`src/rtl/sdi_pkg.sv`:
```
`default_nettype none

package sdi_pkg;

	typedef logic [2:0] cmd_t;

	localparam cmd_t CMD_GO_IDLE  = 3'd0;
	localparam cmd_t CMD_IF_COND  = 3'd1;
	localparam cmd_t CMD_APP      = 3'd2;
	localparam cmd_t CMD_OP_COND  = 3'd3;
	localparam cmd_t CMD_READ_OCR = 3'd4;

	localparam logic [7:0] IDLE_BYTE     = 8'hFF;
	localparam logic [7:0] CMD_PREFIX    = 8'h40;
	localparam logic [7:0] CRC_IF_COND   = 8'h87;
	localparam logic [7:0] CRC_DEFAULT   = 8'h95;
	localparam logic [7:0] R1_IDLE       = 8'h01;
	localparam logic [7:0] R1_READY      = 8'h00;
	localparam logic [31:0] ARG_IF_COND  = 32'h0000_01AA;
	localparam logic [31:0] ARG_OP_COND  = 32'h4000_0000;
	localparam logic [2:0] FRAME_LEN     = 3'd6;
	localparam logic [7:0] GAP_BYTES     = 8'd2;
	localparam logic [7:0] OCR_BYTES     = 8'd4;

	localparam logic [1:0] STATUS_OK       = 2'd0;
	localparam logic [1:0] STATUS_NO_CARD  = 2'd1;
	localparam logic [1:0] STATUS_OP_TMO   = 2'd2;

	localparam logic [1:0] KIND_V1   = 2'd1;
	localparam logic [1:0] KIND_HC   = 2'd2;
	localparam logic [1:0] KIND_SC   = 2'd3;

	localparam logic [1:0] REG_PREAMBLE   = 2'd0;
	localparam logic [1:0] REG_IDLE_RETRY = 2'd1;
	localparam logic [1:0] REG_CMD_RETRY  = 2'd2;
	localparam logic [1:0] REG_RESP_WAIT  = 2'd3;

	localparam logic [7:0] RST_PREAMBLE   = 8'd11;
	localparam logic [7:0] RST_IDLE_RETRY = 8'd32;
	localparam logic [7:0] RST_CMD_RETRY  = 8'd254;
	localparam logic [7:0] RST_RESP_WAIT  = 8'd255;

	typedef struct packed {
		logic [7:0] preamble_bytes;
		logic [7:0] idle_retry_limit;
		logic [7:0] cmd_retry_limit;
		logic [7:0] response_wait_limit;
	} cfg_t;

	typedef struct packed {
		logic [7:0] tx_byte;
		logic       select_card;
		logic       finished;
		logic [1:0] status_code;
		logic [1:0] card_kind;
		logic       high_capacity;
	} res_t;

	function automatic logic [5:0] cmd_number(input cmd_t c);
		logic [5:0] n;
		case (c)
			CMD_GO_IDLE:  n = 6'd0;
			CMD_IF_COND:  n = 6'd8;
			CMD_APP:      n = 6'd55;
			CMD_OP_COND:  n = 6'd41;
			default:      n = 6'd58;
		endcase
		return n;
	endfunction

	function automatic logic [7:0] cmd_start_byte(input cmd_t c);
		return CMD_PREFIX | {2'b00, cmd_number(c)};
	endfunction

endpackage

`default_nettype wire

```
`src/rtl/sdi_frame.sv`:
```
`default_nettype none

module sdi_frame (
	input  wire sdi_pkg::cmd_t cmd,
	input  wire logic [2:0]    idx,
	output logic [7:0]         frame_byte
);
	import sdi_pkg::*;

	logic [31:0] arg;

	always_comb begin
		case (cmd)
			CMD_IF_COND: arg = ARG_IF_COND;
			CMD_OP_COND: arg = ARG_OP_COND;
			default:     arg = 32'd0;
		endcase
	end

	always_comb begin
		case (idx)
			3'd0: frame_byte = cmd_start_byte(cmd);
			3'd1: frame_byte = arg[31:24];
			3'd2: frame_byte = arg[23:16];
			3'd3: frame_byte = arg[15:8];
			3'd4: frame_byte = arg[7:0];
			default: frame_byte = (cmd == CMD_IF_COND) ? CRC_IF_COND : CRC_DEFAULT;
		endcase
	end

endmodule

`default_nettype wire

```
`src/rtl/sdi_seq.sv`:
```
`default_nettype none

module sdi_seq (
	input  wire logic         clk,
	input  wire logic         arst_n,
	input  wire logic         step,
	input  wire logic         action,
	input  wire logic [7:0]   rx_byte,
	input  wire sdi_pkg::cfg_t cfg,
	output sdi_pkg::res_t     res
);
	import sdi_pkg::*;

	localparam logic [3:0] PH_IDLE  = 4'd0;
	localparam logic [3:0] PH_PRE   = 4'd1;
	localparam logic [3:0] PH_CMD   = 4'd2;
	localparam logic [3:0] PH_POLL  = 4'd3;
	localparam logic [3:0] PH_OCR   = 4'd4;
	localparam logic [3:0] PH_TRAIL = 4'd5;
	localparam logic [3:0] PH_GAP   = 4'd6;
	localparam logic [3:0] PH_DONE0 = 4'd7;
	localparam logic [3:0] PH_DONE1 = 4'd8;
	localparam logic [3:0] PH_DONE2 = 4'd9;

	logic [3:0] phase_q, phase_d;
	logic [7:0] byte_idx_q, byte_idx_d;
	logic [7:0] wait_q, wait_d;
	logic [8:0] attempt_q, attempt_d;
	logic       v2_q, v2_d;
	logic [1:0] kind_q, kind_d;
	logic       cap_q, cap_d;
	logic [7:0] last_q, last_d;
	cmd_t       cmd_q, cmd_d;

	logic [7:0] byte_inc;
	logic [8:0] attempt_inc;
	logic       idle_over;
	logic       cmd_over;
	logic [7:0] frame_byte;
	logic       start_cmd;
	cmd_t       start_code;
	logic       emit_done;
	logic [7:0] tx;
	logic       sel;
	logic [1:0] code;

	assign byte_inc    = byte_idx_q + 8'd1;
	assign attempt_inc = attempt_q + 9'd1;
	assign idle_over   = attempt_inc > {1'b0, cfg.idle_retry_limit};
	assign cmd_over    = attempt_inc > {1'b0, cfg.cmd_retry_limit};

	sdi_frame u_frame (
		.cmd        (cmd_q),
		.idx        (byte_inc[2:0]),
		.frame_byte (frame_byte)
	);

	always_comb begin
		phase_d    = phase_q;
		byte_idx_d = byte_idx_q;
		wait_d     = wait_q;
		attempt_d  = attempt_q;
		v2_d       = v2_q;
		kind_d     = kind_q;
		cap_d      = cap_q;
		last_d     = last_q;
		cmd_d      = cmd_q;
		start_cmd  = 1'b0;
		start_code = CMD_GO_IDLE;
		emit_done  = 1'b0;
		tx         = IDLE_BYTE;
		sel        = 1'b1;

		if (!action) begin
			v2_d       = 1'b1;
			attempt_d  = 9'd0;
			byte_idx_d = 8'd0;
			wait_d     = 8'd0;
			last_d     = IDLE_BYTE;
			if (cfg.preamble_bytes != 8'd0) begin
				phase_d = PH_PRE;
				sel     = 1'b0;
			end else begin
				start_cmd = 1'b1;
			end
		end else begin
			case (phase_q)
				PH_PRE: begin
					byte_idx_d = byte_inc;
					if (byte_inc < cfg.preamble_bytes) begin
						sel = 1'b0;
					end else begin
						start_cmd = 1'b1;
					end
				end
				PH_CMD: begin
					byte_idx_d = byte_inc;
					if (byte_inc < {5'd0, FRAME_LEN}) begin
						tx = frame_byte;
					end else begin
						phase_d = PH_POLL;
						wait_d  = 8'd0;
					end
				end
				PH_POLL: begin
					if (rx_byte == IDLE_BYTE && wait_q < cfg.response_wait_limit) begin
						wait_d = wait_q + 8'd1;
					end else begin
						last_d = rx_byte;
						if (rx_byte == R1_READY && cmd_q == CMD_READ_OCR) begin
							phase_d    = PH_OCR;
							byte_idx_d = 8'd0;
						end else begin
							phase_d = PH_TRAIL;
						end
					end
				end
				PH_OCR: begin
					if (byte_idx_q == 8'd0) begin
						cap_d = rx_byte[6];
					end
					byte_idx_d = byte_inc;
					if (byte_inc >= OCR_BYTES) begin
						phase_d = PH_TRAIL;
					end
				end
				PH_TRAIL: begin
					case (cmd_q)
						CMD_GO_IDLE: begin
							attempt_d = attempt_inc;
							if (idle_over) begin
								phase_d   = PH_DONE1;
								emit_done = 1'b1;
							end else if (last_q == R1_IDLE) begin
								attempt_d  = 9'd0;
								phase_d    = PH_GAP;
								byte_idx_d = 8'd0;
								sel        = 1'b0;
							end else begin
								start_cmd = 1'b1;
							end
						end
						CMD_IF_COND: begin
							attempt_d = attempt_inc;
							start_cmd = 1'b1;
							if (cmd_over) begin
								v2_d       = 1'b0;
								kind_d     = KIND_V1;
								attempt_d  = 9'd0;
								start_code = CMD_APP;
							end else if (last_q != R1_IDLE) begin
								start_code = CMD_IF_COND;
							end else begin
								attempt_d  = 9'd0;
								start_code = CMD_APP;
							end
						end
						CMD_APP: begin
							start_cmd  = 1'b1;
							start_code = CMD_OP_COND;
						end
						CMD_OP_COND: begin
							attempt_d = attempt_inc;
							if (cmd_over) begin
								phase_d   = PH_DONE2;
								emit_done = 1'b1;
							end else if (last_q != R1_READY) begin
								start_cmd  = 1'b1;
								start_code = CMD_APP;
							end else begin
								attempt_d = 9'd0;
								cap_d     = 1'b0;
								if (v2_q) begin
									start_cmd  = 1'b1;
									start_code = CMD_READ_OCR;
								end else begin
									phase_d   = PH_DONE0;
									emit_done = 1'b1;
								end
							end
						end
						default: begin
							attempt_d = attempt_inc;
							if (cmd_over || last_q == R1_READY) begin
								kind_d    = cap_q ? KIND_HC : KIND_SC;
								phase_d   = PH_DONE0;
								emit_done = 1'b1;
							end else begin
								start_cmd  = 1'b1;
								start_code = CMD_READ_OCR;
							end
						end
					endcase
				end
				PH_GAP: begin
					byte_idx_d = byte_inc;
					if (byte_inc < GAP_BYTES) begin
						sel = 1'b0;
					end else begin
						start_cmd  = 1'b1;
						start_code = CMD_IF_COND;
					end
				end
				default: begin
					emit_done = 1'b1;
				end
			endcase
		end

		if (start_cmd) begin
			cmd_d      = start_code;
			phase_d    = PH_CMD;
			byte_idx_d = 8'd0;
			wait_d     = 8'd0;
			tx         = cmd_start_byte(start_code);
			sel        = 1'b1;
		end

		case (phase_d)
			PH_DONE1: code = STATUS_NO_CARD;
			PH_DONE2: code = STATUS_OP_TMO;
			default:  code = STATUS_OK;
		endcase

		if (emit_done) begin
			res.tx_byte       = 8'd0;
			res.select_card   = 1'b0;
			res.finished      = 1'b1;
			res.status_code   = code;
			res.card_kind     = kind_d;
			res.high_capacity = cap_d;
		end else begin
			res.tx_byte       = tx;
			res.select_card   = sel;
			res.finished      = 1'b0;
			res.status_code   = STATUS_OK;
			res.card_kind     = 2'd0;
			res.high_capacity = 1'b0;
		end
	end

	always_ff @(posedge clk or negedge arst_n) begin
		if (!arst_n) begin
			phase_q    <= PH_IDLE;
			byte_idx_q <= 8'd0;
			wait_q     <= 8'd0;
			attempt_q  <= 9'd0;
			v2_q       <= 1'b1;
			kind_q     <= 2'd0;
			cap_q      <= 1'b0;
			last_q     <= IDLE_BYTE;
			cmd_q      <= CMD_GO_IDLE;
		end else if (step) begin
			phase_q    <= phase_d;
			byte_idx_q <= byte_idx_d;
			wait_q     <= wait_d;
			attempt_q  <= attempt_d;
			v2_q       <= v2_d;
			kind_q     <= kind_d;
			cap_q      <= cap_d;
			last_q     <= last_d;
			cmd_q      <= cmd_d;
		end
	end

	a_byte_idx_frame: assert property (@(posedge clk) disable iff (!arst_n)
		phase_q == PH_CMD |-> byte_idx_q < {5'd0, FRAME_LEN})
		else $error("frame byte index out of range");

	a_ocr_idx: assert property (@(posedge clk) disable iff (!arst_n)
		phase_q == PH_OCR |-> byte_idx_q < OCR_BYTES)
		else $error("ocr byte index out of range");

	a_attempt_bound: assert property (@(posedge clk) disable iff (!arst_n)
		phase_q != PH_DONE1 && phase_q != PH_DONE2 && phase_q != PH_IDLE
		&& phase_q != PH_DONE0 |-> attempt_q <= 9'd255)
		else $error("attempt count ran past the retry range");

endmodule

`default_nettype wire

```
`src/rtl/sd_spi_card_initializer_unit.sv`:
```
// SD card SPI-mode initialization sequencer.
// Input channel (in_valid/in_ready): action 0 starts the power-up sequence,
// action 1 reports a finished byte exchange together with the byte read back.
// Output channel (out_valid/out_ready): one result per input transaction,
// giving the next byte to shift out and the chip-select level, or, once the
// sequence ends, finished with status, card kind and capacity flag.
// An accepted transaction passes the input register, the decision logic and
// the result register before its result is shown.
// Throughput: one transaction per cycle while the receiver does not stall;
// the decision logic reads and updates its state on each step, so back-to-back items are taken.
// When the receiver stalls, the result register holds and the input register
// still takes one more transaction; in_ready then drops until out_ready returns.
// Configuration writes (cfg_we/cfg_index/cfg_data) take effect at the next
// edge and are meant to be issued only while no transaction is in flight.
// Reset clears both pipeline stages, loads the register defaults and leaves
// the sequencer idle; an exchange before any start reports finished, status 0.
`default_nettype none

module sd_spi_card_initializer_unit (
	input  wire logic       clk,
	input  wire logic       arst_n,
	input  wire logic       in_valid,
	output logic            in_ready,
	input  wire logic       action,
	input  wire logic [7:0] rx_byte,
	output logic            out_valid,
	input  wire logic       out_ready,
	output logic [7:0]      tx_byte,
	output logic            select_card,
	output logic            finished,
	output logic [1:0]      status_code,
	output logic [1:0]      card_kind,
	output logic            high_capacity,
	input  wire logic       cfg_we,
	input  wire logic [1:0] cfg_index,
	input  wire logic [7:0] cfg_data
);
	import sdi_pkg::*;

	cfg_t       cfg_q;
	logic       valid_s1;
	logic       action_s1;
	logic [7:0] rx_s1;
	logic       valid_s2;
	res_t       res_s2;
	res_t       res;
	logic       advance;

	assign advance  = valid_s1 && (!valid_s2 || out_ready);
	assign in_ready = !valid_s1 || advance;

	always_ff @(posedge clk or negedge arst_n) begin
		if (!arst_n) begin
			cfg_q.preamble_bytes      <= RST_PREAMBLE;
			cfg_q.idle_retry_limit    <= RST_IDLE_RETRY;
			cfg_q.cmd_retry_limit     <= RST_CMD_RETRY;
			cfg_q.response_wait_limit <= RST_RESP_WAIT;
		end else if (cfg_we) begin
			case (cfg_index)
				REG_PREAMBLE:   cfg_q.preamble_bytes      <= cfg_data;
				REG_IDLE_RETRY: cfg_q.idle_retry_limit    <= cfg_data;
				REG_CMD_RETRY:  cfg_q.cmd_retry_limit     <= cfg_data;
				default:        cfg_q.response_wait_limit <= cfg_data;
			endcase
		end
	end

	always_ff @(posedge clk or negedge arst_n) begin
		if (!arst_n) begin
			valid_s1 <= 1'b0;
		end else if (in_ready) begin
			valid_s1 <= in_valid;
		end
	end

	always_ff @(posedge clk) begin
		if (in_ready && in_valid) begin
			action_s1 <= action;
			rx_s1     <= rx_byte;
		end
	end

	sdi_seq u_seq (
		.clk     (clk),
		.arst_n  (arst_n),
		.step    (advance),
		.action  (action_s1),
		.rx_byte (rx_s1),
		.cfg     (cfg_q),
		.res     (res)
	);

	always_ff @(posedge clk or negedge arst_n) begin
		if (!arst_n) begin
			valid_s2 <= 1'b0;
		end else if (!valid_s2 || out_ready) begin
			valid_s2 <= valid_s1;
		end
	end

	always_ff @(posedge clk) begin
		if (advance) begin
			res_s2 <= res;
		end
	end

	assign out_valid     = valid_s2;
	assign tx_byte       = res_s2.tx_byte;
	assign select_card   = res_s2.select_card;
	assign finished      = res_s2.finished;
	assign status_code   = res_s2.status_code;
	assign card_kind     = res_s2.card_kind;
	assign high_capacity = res_s2.high_capacity;

	a_done_quiet: assert property (@(posedge clk) disable iff (!arst_n)
		out_valid && finished |-> tx_byte == 8'd0 && !select_card)
		else $error("finished result carries a byte to send");

	a_busy_clean: assert property (@(posedge clk) disable iff (!arst_n)
		out_valid && !finished |-> status_code == STATUS_OK && card_kind == 2'd0
		&& !high_capacity)
		else $error("status reported before the sequence ended");

	a_status_range: assert property (@(posedge clk) disable iff (!arst_n)
		out_valid |-> status_code != 2'd3)
		else $error("undefined status code");

	a_moves_on: assert property (@(posedge clk) disable iff (!arst_n)
		valid_s1 && !valid_s2 |=> out_valid)
		else $error("pending transaction did not reach the result register");

	a_ready_free: assert property (@(posedge clk) disable iff (!arst_n)
		!valid_s1 |-> in_ready)
		else $error("input stalled with an empty input register");

endmodule

`default_nettype wire

```
`config.mk`:
```
export PLATFORM = sky130hd
export DESIGN_NAME = sd_spi_card_initializer_unit
export DESIGN_NICKNAME = d
export VERILOG_FILES = /design/src/rtl/sdi_pkg.sv /design/src/rtl/sdi_frame.sv /design/src/rtl/sdi_seq.sv /design/src/rtl/sd_spi_card_initializer_unit.sv
export SDC_FILE = /design/constraint.sdc
export NUM_CORES = 1
export LEC_CHECK = 0
export BUFFER_PORTS_ARGS = -buffer_cell sky130_fd_sc_hd__buf_2
export CAP_MARGIN = 20
export CORE_ASPECT_RATIO = 1.75
export CORE_MARGIN = 5
export CORE_UTILIZATION = 25
export DETAILED_ROUTE_END_ITERATION = 10
export GPL_ROUTABILITY_DRIVEN = 0
export SETUP_SLACK_MARGIN = 0.15
export SYNTH_ARGS = -nofsm -noshare
export SYNTH_HDL_FRONTEND = slang
export SYNTH_SLANG_ARGS = --single-unit
```
`constraint.sdc`:
```
create_clock -name clk -period 3.65 [get_ports clk]
set_clock_uncertainty 0.05 [all_clocks]
set_input_delay 0.365 -clock clk [delete_from_list [all_inputs] [get_ports clk]]
set_output_delay 0.365 -clock clk [all_outputs]
set_load 0.05 [all_outputs]
```
### After elaboration in Yosys (flattened, before gate mapping)

Index checks and enable logic that the tools add are counted.

* register bits after elaboration: 102
* logic and storage cells: 210
* output and inout port bits: 17

* muxes and demuxes: 102
* $lt $le $gt $ge: 7
* reductions and logical operators: 34
* eq/ne operators: 39
* add/sub/neg operators: 3
* bitwise operators: 1

Operator list (number)
* 8-bit 2-to-1 mux: 17
* 9-bit 2-to-1 mux: 8
* 31-bit one-hot mux with 2 select lines: 1
* 4-bit 2-to-1 mux: 12
* 6-bit one-hot mux with 4 select lines: 2
* 8-bit one-hot mux with 5 select lines: 1
* 9-bit one-hot mux with 4 select lines: 1
* 1-bit 2-to-1 mux: 32
* 8-bit logical NOT: 3
* 8-bit one-hot mux with 3 select lines: 1
* 3-bit by 2-bit == test with 1-bit output (second input constant): 6
* 9-bit by 8-bit > comparator with 1-bit output: 2
* 3-bit 2-to-1 mux: 6
* 8-bit by 1-bit adder with 8-bit output (second input constant): 2
* 8-bit less-than comparator: 2
* 4-bit by 2-bit != test with 1-bit output (second input constant): 4
* 4-bit one-hot mux with 4 select lines: 1
* 8-bit one-hot mux with 2 select lines: 1
* 8-bit nonzero test: 2
* 4-bit by 3-bit == test with 1-bit output (second input constant): 3
* 1-bit one-hot mux with 3 select lines: 4
* 3-bit one-hot mux with 4 select lines: 1
* 4-bit one-hot mux with 3 select lines: 1
* 2-bit 2-to-1 mux: 5
* 40 further kinds: 68

### Depth between registers and ports, before layout

Gate-level depths: netlist of run 1.

* depth after elaboration: 11
* depth in mapped cells: 15
* gate-level depth less buffers: 13

### By module

From an unflattened synthesis of run 1, not the netlist that was laid out.

* cell total of the unflattened synthesis: 633
* area total of the unflattened synthesis: 6246.0 µm²

By module, submodules not included
* sdi_seq: cells an instance 511, area an instance 4022.6 µm², seq. area each 1112.3 µm², instances 1
* sd_spi_card_initializer_unit: cells an instance 100, area an instance 2045.7 µm², seq. area each 1595.3 µm², instances 1
* sdi_frame: cells an instance 22, area an instance 177.7 µm², seq. area each 0.0 µm², instances 1

### Worst setup path before layout of run 1

No wires, ideal clock.

* path kind: register -> register
* from: register u_seq.attempt_q[0]
* to: register res_s2 (netlist bit tx_byte[1]), data pin
* stages on the path, launching flop included: 13
* data required time: 3344 ps
* library setup time: 256 ps
* setup slack: 172 ps
* arrival: 3172 ps
* cells stage by stage: dfrtp_1 > ha_1 > nand2_1 > xnor2_1 > ha_1 > a211oi_1 > o211ai_1 > o2111ai_1 > nand4_1 > a221oi_4 > nor3_4 > or3b_1 > o211a_1

* word-level cells in the longest chain between the ends: 10

RTL lines
* start, declared: line sdi_seq.sv:28 `logic [8:0] attempt_q, attempt_d;`
* start signal, assigned: line sdi_seq.sv:257 `attempt_q <= attempt_d;`
* 9-bit by 1-bit adder with 9-bit output (*): line sdi_seq.sv:48 `assign attempt_inc = attempt_q + 9'd1;`
* 9-bit by 8-bit > comparator with 1-bit output: line sdi_seq.sv:50 `assign cmd_over = attempt_inc > {1'b0, cfg.cmd_retry_limit};`
* 1-bit logical OR: line sdi_seq.sv:184 `if (cmd_over || last_q == R1_READY) begin`
* 3-bit 2-to-1 mux: line sdi_seq.sv:184
* 3-bit one-hot mux with 4 select lines: line sdi_seq.sv:128 `case (cmd_q)`
* 3-bit one-hot mux with 2 select lines: line sdi_seq.sv:87 `case (phase_q)`
* 3-bit 2-to-1 mux: line sdi_seq.sv:74 `if (!action) begin`
* 3-bit by 2-bit == test with 1-bit output, or another cell as far along: line sdi_pkg.sv:61 `case (c)`
* 6-bit one-hot mux with 4 select lines: line sdi_pkg.sv:61
* 7-bit 2-to-1 mux: line sdi_seq.sv:210 `if (start_cmd) begin`
* end signal, assigned: line sd_spi_card_initializer_unit.sv:103 `res_s2 <= res;`
* end, declared: line sd_spi_card_initializer_unit.sv:45 `res_t res_s2;`

Every way passes the cells marked *; elsewhere a longest branch is shown, timed or not.
A chain may end at the register's enable or synchronous reset.

### Worst setup path in the final report of run 1

* from: register u_seq.attempt_q[3]
* to: register res_s2 (netlist bit tx_byte[1]), data pin

The elaborated chain is that of the path after synthesis.

==> summary.md, run 1 <==
| Metric | Value |
|---|---|
| Final setup violation count | 0 |
| Worst hold path class | primary input to asynchronous set/reset pin |
| Synth area leaders | dfrtp_1 21%, dfstp_2 12%, edfxtp_1 12%, ha_1 7.8%, mux2_2 5.0% |
| Global-route wire length before repair | 27.3 mm |
| CP Class | register to register |
| CTS Hold Bufs | 0 |
| Global-route usage over all layers | 0.126 |
| Status | completed |
| Clock sink count | 102 |
| Initial Util | 0.254 |
| Arr. time, crit path | 3.51 ns |
| Clock Latency Late Sink | 0.37 ns |
| FMAX | between 200 and 300 MHz |
| Period utilization | 0.940 |
| Flops & latches, synth | 102 |
| Worst reg2reg setup slack | 0.22 ns |
| Initial antenna violation count | 0 |
| Die height | 217 µm |
| Initial DRC count | between 200 and 250 |
| Commonest non-fill, non-tap cell in the layout | nand2_1 |
| Worst-Margin Slew | between 0.9 and 1 ns |
| CP Cell Sequence | and2_4 > nand4_1 > or2_2 > nand2_1 > ha_1 > nand4_1 > or2_4 > a211oi_4 > nand4_1 > a221oi_4 > nor3_4 > or3b_4 > o211a_1 |
| Post-route ant nets | 0 |
| Fillers | 2577 |
| Slowest CP cell | dfrtp_1 |
| CP max FO | 4 |
| Pin count of the biggest net entering global routing | 68 |
| Total negative setup slack | 0 ns |
| Gr ovfl total | 0 |
| Area delta synth->final | 19.6% |
| IO Count | slightly above 40 |
| DR vias | 5117 |
| Chip Width | 128 µm |
| Top-area cell type share of the netlist area | 0.205 |
| Num CTS Buffers | 9 |
| Cell Area, Synth | 6100 µm² |
| Vias per inst | 5.01 |
| Post-layout util | 0.303 |
| Fin crit period | 3.43 ns |
| Fin. Hold Viols | 0 |
| Post-Layout Cell Count | 1022 |
| I/O Buffers | 40 |
| Most used DFF post-synth | dfrtp_1 |
| R2R Path End | tx_byte[1]$_SDFFCE_PP0P_ |
| Final Max Tran Viols | 0 |
| Dpl cells | roughly 1000 |
| Post-synth ARST share | 0.765 |
| CP required | 3.73 ns |
| DRC viols | 0 |
| Delay of the slowest cell on the worst path | 0.40 ns |
| Row count | 75 |
| Worst VDD drop | 211 µV |
| Syn nets | about 700 |
| Number of synthesized flops with an enable pin | 24 |
| Crit-path most repeated cell | nand4_1 |
| Antenna diode count | 0 |
| Synth Instances | 636 |
| DR pass1 iterations | 7 |
| Clock root buffer | clkbuf_16 |
| Slew HR | 0.392 |
| Share of layout cells above drive strength 1 | 0.256 |
| Register area share after synthesis | 0.444 |
| Crit end category | register |
| Startpoint types | register |
| CTS tree | yes |
| Reg-to-Reg Start | u_seq.attempt_q[3]$_DFFE_PN0P_ |
| Register cell area after layout | between 2000 and 3000 µm² |
| Lkg Pwr | 0.00311 µW |
| Avg Cell Area, Syn | ~9.6 µm² |
| Distinct cells, synth | 70 |
| Core area | 24000 µm² |
| Clk pin slew, worst setup/hold paths | 0.07 ns |
| Unrepaired setup endpoints after global routing | yes |
| DP HPWL | 13.1 mm |
| PwrDens | 517 nW/µm² |
| WL/cell | 16.6 µm |
| Detailed-route wire length | 17.0 mm |
| Max-cap violations | 0 |
| Ys Warns | 0 |
| H-tree depth | 3 |
| Most frequent cells in the layout | 61 x nand2_1, 48 x dfrtp_1, 47 x inv_1 |
| Vias in the first global route | 5174 |
| Die Footprint | between 20000 and 30000 µm² |
| Area occupied by multi-input gates | 3230 µm² |
| Nets | 771 |
| Cell accounting for the most synthesized area | dfrtp_1 |
| Reg2Reg Depth | 13 |
| Clk buf depth | 2 |
==> registers in the layout (all words and copies together), names as in the netlist <==
name	count
out_valid	1
tx_byte	8
action_s1	1
u_seq.cap_q	1
finished	1
card_kind	2
select_card	1
u_seq.last_q	8
valid_s1	1
rx_s1	8
u_seq.cmd_q	3
cfg_q	32
status_code	2
u_seq.byte_idx_q	8
u_seq.kind_q	2
u_seq.wait_q	8
high_capacity	1
u_seq.v2_q	1
u_seq.phase_q	4
u_seq.attempt_q	9
==> power by group <==
group	internal, µW	total, µW	switching [µW]
clock	471	942	470
sequential	1400	1530	138
combinational	484	1290	807
total	2350	3770	1420
==> critical path, delay by kind of cell, from the launching register on <==
family | cells | cell delay, ns
flip-flops | 1 | 0.40
AO/OA/AOI/OAI | 3 | 0.80
adder cells (fa/ha/maj) | 1 | 0.15
AND/OR/NAND/NOR | 9 | 1.80
==> per-layer routing <==
| layer | routed length [µm] | up-vias | global-route usage |
|---|---|---|---|
| li1 | - | 2481 | - |
| met5 | 0 | - | 0 |
| met3 | 697 | 43 | 0.0241 |
| met1 | 6110 | 2441 | 0.126 |
| met4 | 752 | 0 | 0.0694 |
| met2 | 9410 | 152 | 0.237 |
==> kinds of logic (layout without fill, tap and decap cells) <==
kind of cell / Yosys count / count (layout) / synth area share
fa+ha+maj: 38 / 38 / 0.0780
flops: 102 / 102 / 0.444
mux: 28 / 28 / 0.0515
buf+inv: 65 / 143 / 0.0406
compound gates: 160 / 160 / 0.176
simple gates: 234 / 234 / 0.197
xor+xnor: 9 / 9 / 0.0129
==> cells in the mapped netlist (13+ instances only) <==
cell / n
nand3_1: 32
mux2_2: 27
nor3_1: 24
a21oi_1: 33
dfrtp_1: 50
clkbuf_1: 13
nand2_1: 63
nor2_1: 33
dfstp_2: 28
edfxtp_1: 24
inv_1: 47
ha_1: 38
nand2b_1: 20
o21ai_0: 56
==> per-stage QoR <==
step	hold WS [ns]	total power (µW)	setup WS [ns]	cell area [µm²]
after floorplan	0.0194	2370	0.172	6100
after global placement	0.428	2790	0.130	6850
after detailed placement	0.437	2800	0.0192	6850
after CTS	0.100	3770	0.155	7170
after global routing	0.107	3990	0.0312	7290
final	0.0455	3770	0.220	7290
==> layout make-up <==
class | instances | area share
flip-flops and latches | 102 | 0.372
multi-input cells | 469 | 0.442
inverters | 48 | 0.0247
clock buffers | 9 | 0.0309
well taps | 308 | 0.0529
repair buffers | 79 | 0.0700
clock inverters | 7 | 0.00738
==> what timing repair did <==
item                                    CTS  global route
gates resized for setup                   4            38
setup buffers                             3             5
pin swaps                                 3            21
endpoints found under the setup margin   22            38
==> worst max path at each step <==
stage	slack, ns	endpoint	from	cells after the start
2_1_floorplan	0.17	tx_byte[1]$_SDFFCE_PP0P_	u_seq.attempt_q[0]$_DFFE_PN0P_	12
5_1_grt	0.03	tx_byte[2]$_SDFFCE_PP0P_	u_seq.attempt_q[3]$_DFFE_PN0P_	16
6_report	0.22	tx_byte[1]$_SDFFCE_PP0P_	u_seq.attempt_q[3]$_DFFE_PN0P_	13
3_5_place_dp	0.02	tx_byte[4]$_SDFFCE_PP0P_	u_seq.attempt_q[0]$_DFFE_PN0P_	12
4_1_cts	0.15	tx_byte[4]$_SDFFCE_PP0P_	u_seq.attempt_q[3]$_DFFE_PN0P_	13
3_3_place_gp	0.13	tx_byte[4]$_SDFFCE_PP0P_	u_seq.attempt_q[0]$_DFFE_PN0P_	12
Power figures use the tool's default switching activity.
==> run 2, diff against run 1 <==
- clock period: 3.65 -> 3.5 ns (I/O delays scaled with it)
==> summary.md, run 2 (synthesis results as in run 1) <==
| Metric | Value |
|---|---|
| Num CTS Buffers | 9 |
| PwrDens | around 530 nW/µm² |
| Slowest CP cell | dfrtp_1 |
| Met1 Use GR | 0.127 |
| Lkg Pwr | about 0.0032 µW |
| FMAX | 294 MHz |
| CP max FO | 5 |
| Clk pwr share | 0.232 |
| Internal cell power | 2520 µW |
| Global-route usage over all layers | 0.126 |
| Final setup violation count | 0 |
| Final Max Tran Viols | 0 |
| Max-cap violations | 0 |
| Clock sink count | about 100 |
| Share of layout cells above drive strength 1 | 0.309 |
| Final WS setup | 0.102 ns |
| Antenna diode count | 0 |
| Slew HR | 0.394 |
| Most Crowded Layer GR | met2 |
| IO Count | 41 |
| Pin count of the biggest net entering global routing | 70 |
| Comb power frac | 0.371 |
| Clk buf depth | 2 |
| Initial antenna violation count | 0 |
| CP Class | register to register |
| Biggest register | cfg_q |
| Met3 Track Usage GR | 0.0165 |
| Die Footprint | 27700 µm² |
| Crit end category | register |
| Vias in the first global route | 5327 |
| Post-route ant nets | 0 |
| WL/cell | 16.9 µm |
| Fin crit period | 3.40 ns |
| Arr. time, crit path | ~3.5 ns |
| Fillers | around 2.5k |
| Delay of the slowest cell on the worst path | slightly above 0.4 ns |
| Unrepaired setup endpoints after global routing | yes |
| Sequential share of power | 0.397 |
| Sw Ratio | 0.378 |
| CTS tree | yes |
| Met2 Use GR | 0.237 |
| DRC viols | 0 |
| Nets | 784 |
| Vias per inst | 5.05 |
| Initial DRC count | ~280 |
| Most frequent cells in the layout | 59 x nand2_1, 50 x dfrtp_1, 46 x inv_1 |
| Clk pin slew, worst setup/hold paths | about 0.07 ns |
| DP HPWL | 13.4 mm |
| I/O Buffers | 40 |
| Core area | 24000 µm² |
| Row count | 75 |
| Place WS | 0.0425 ns |
| Sw power | 1530 µW |
| Fin. Hold Viols | 0 |
| Gr ovfl total | 0 |
| Final hold slack | 0.0620 ns |
| DR pass1 iterations | 5 |
| DR vias | between 5k and 6k |
| Worst hold path class | primary input to asynchronous set/reset pin |
| Max reg flops | 32 |
| Clock Latency Late Sink | 0.36 ns |
| CP Cell Sequence | buf_6 > nand4_1 > or2_2 > nand2_1 > ha_1 > nand4_1 > or2_4 > a211oi_4 > buf_4 > a41o_1 > a21oi_1 > nand2_1 > or3b_4 > o211a_1 |
| H-tree depth | 3 |
| Worst VDD drop | 197 µV |
| CTS Hold Bufs | 0 |
| Initial Util | 0.254 |
| Chip Width | 128 µm |
| Commonest non-fill, non-tap cell in the layout | nand2_1 |
| CP required | 3.57 ns |
| Period utilization | 0.971 |
| Die height | 217 µm |
| Status | completed |
| Area delta synth->final | 25.6% |
| Startpoint types | register |
| Detailed-route wire length | around 18 mm |
| Global-route wire length before repair | 27.5 mm |
| Worst-Margin Slew | 0.910 ns |
| Clock root buffer | clkbuf_16 |
| Leading registers by flop count | cfg_q x32, u_seq.attempt_q x9 |
run 2: final timing paths:
kind | from | cells after the start | slack, ns | endpoint
min in group clk | rx_byte[1] | 1 | 0.11 | rx_s1[1]$_DFFE_PP_
worst max register to register | u_seq.attempt_q[1]$_DFFE_PN0P_ | 14 | 0.10 | tx_byte[4]$_SDFFCE_PP0P_
worst max-delay path | u_seq.attempt_q[1]$_DFFE_PN0P_ | 14 | 0.10 | tx_byte[4]$_SDFFCE_PP0P_
worst min-delay path | arst_n | 1 | 0.06 | u_seq.attempt_q[0]$_DFFE_PN0P_
worst min register to register | valid_s1$_DFFE_PN0N_ | 1 | 0.45 | out_valid$_DFFE_PN0P_
max in group asynchronous | arst_n | 2 | 2.52 | u_seq.v2_q$_DFFE_PN1P_
run 2: what timing repair did:
item | 4_1_cts | 5_1_grt
endpoints found under the setup margin | 28 | 38
gates resized for setup | 9 | 92
gates cloned | 0 | 1
buffers inserted | 4 | 7
pin swaps | 13 | 45
run 2: area by class of cell:
| class | count | area (µm²) | share of cell area |
|---|---|---|---|
| Multi-Input combinational cell | 469 | 3460 | 0.451 |
| Inverter | 48 | 183 | 0.0239 |
| Timing Repair Buffer | 92 | 659 | 0.0861 |
| Clock buffer | 11 | 233 | 0.0304 |
| Tap cell | 308 | 385 | 0.0503 |
| Clock inverter | 5 | 35.0 | 0.00457 |
| Sequential cell | 102 | 2710 | 0.354 |
run 2: critical path: cells and delay by family, from the launching register on:
kind / cells / cell delay, ns
buffers and inverters: 2 / 0.33
AOI/OAI and AO/OA: 4 / 0.70
and+or+nand+nor: 7 / 1.51
DFF: 1 / 0.41
adders and majority gates: 1 / 0.14
run 2: stage by stage:
stage	util	power (µW)	instances	setup TNS (ns)	instance area, µm²
after floorplan	-	2470	636	0	6110
after global placement	0.289	2940	1007	0	6930
after detailed placement	0.289	2950	1007	0	6930
after CTS	0.303	3920	1027	0	7270
after global routing	0.319	4270	1035	-0.406	7660
final	0.319	4050	1035	0	7660
run 2: routing by layer:
layer / part of all wire / wire (µm)
met4: 0.057 / 1000
met1: 0.36 / 6340
met3: 0.027 / 470
met5: 0 / 0
met2: 0.55 / 9710
run 2: power groups by stage:
stage,sequential [µW],clock (µW),combinational [µW]
floorplan,1670,0,801
global placement,1620,0,1330
detailed placement,1620,0,1330
CTS,1600,964,1360
global route,1630,1000,1640
finish,1610,941,1510
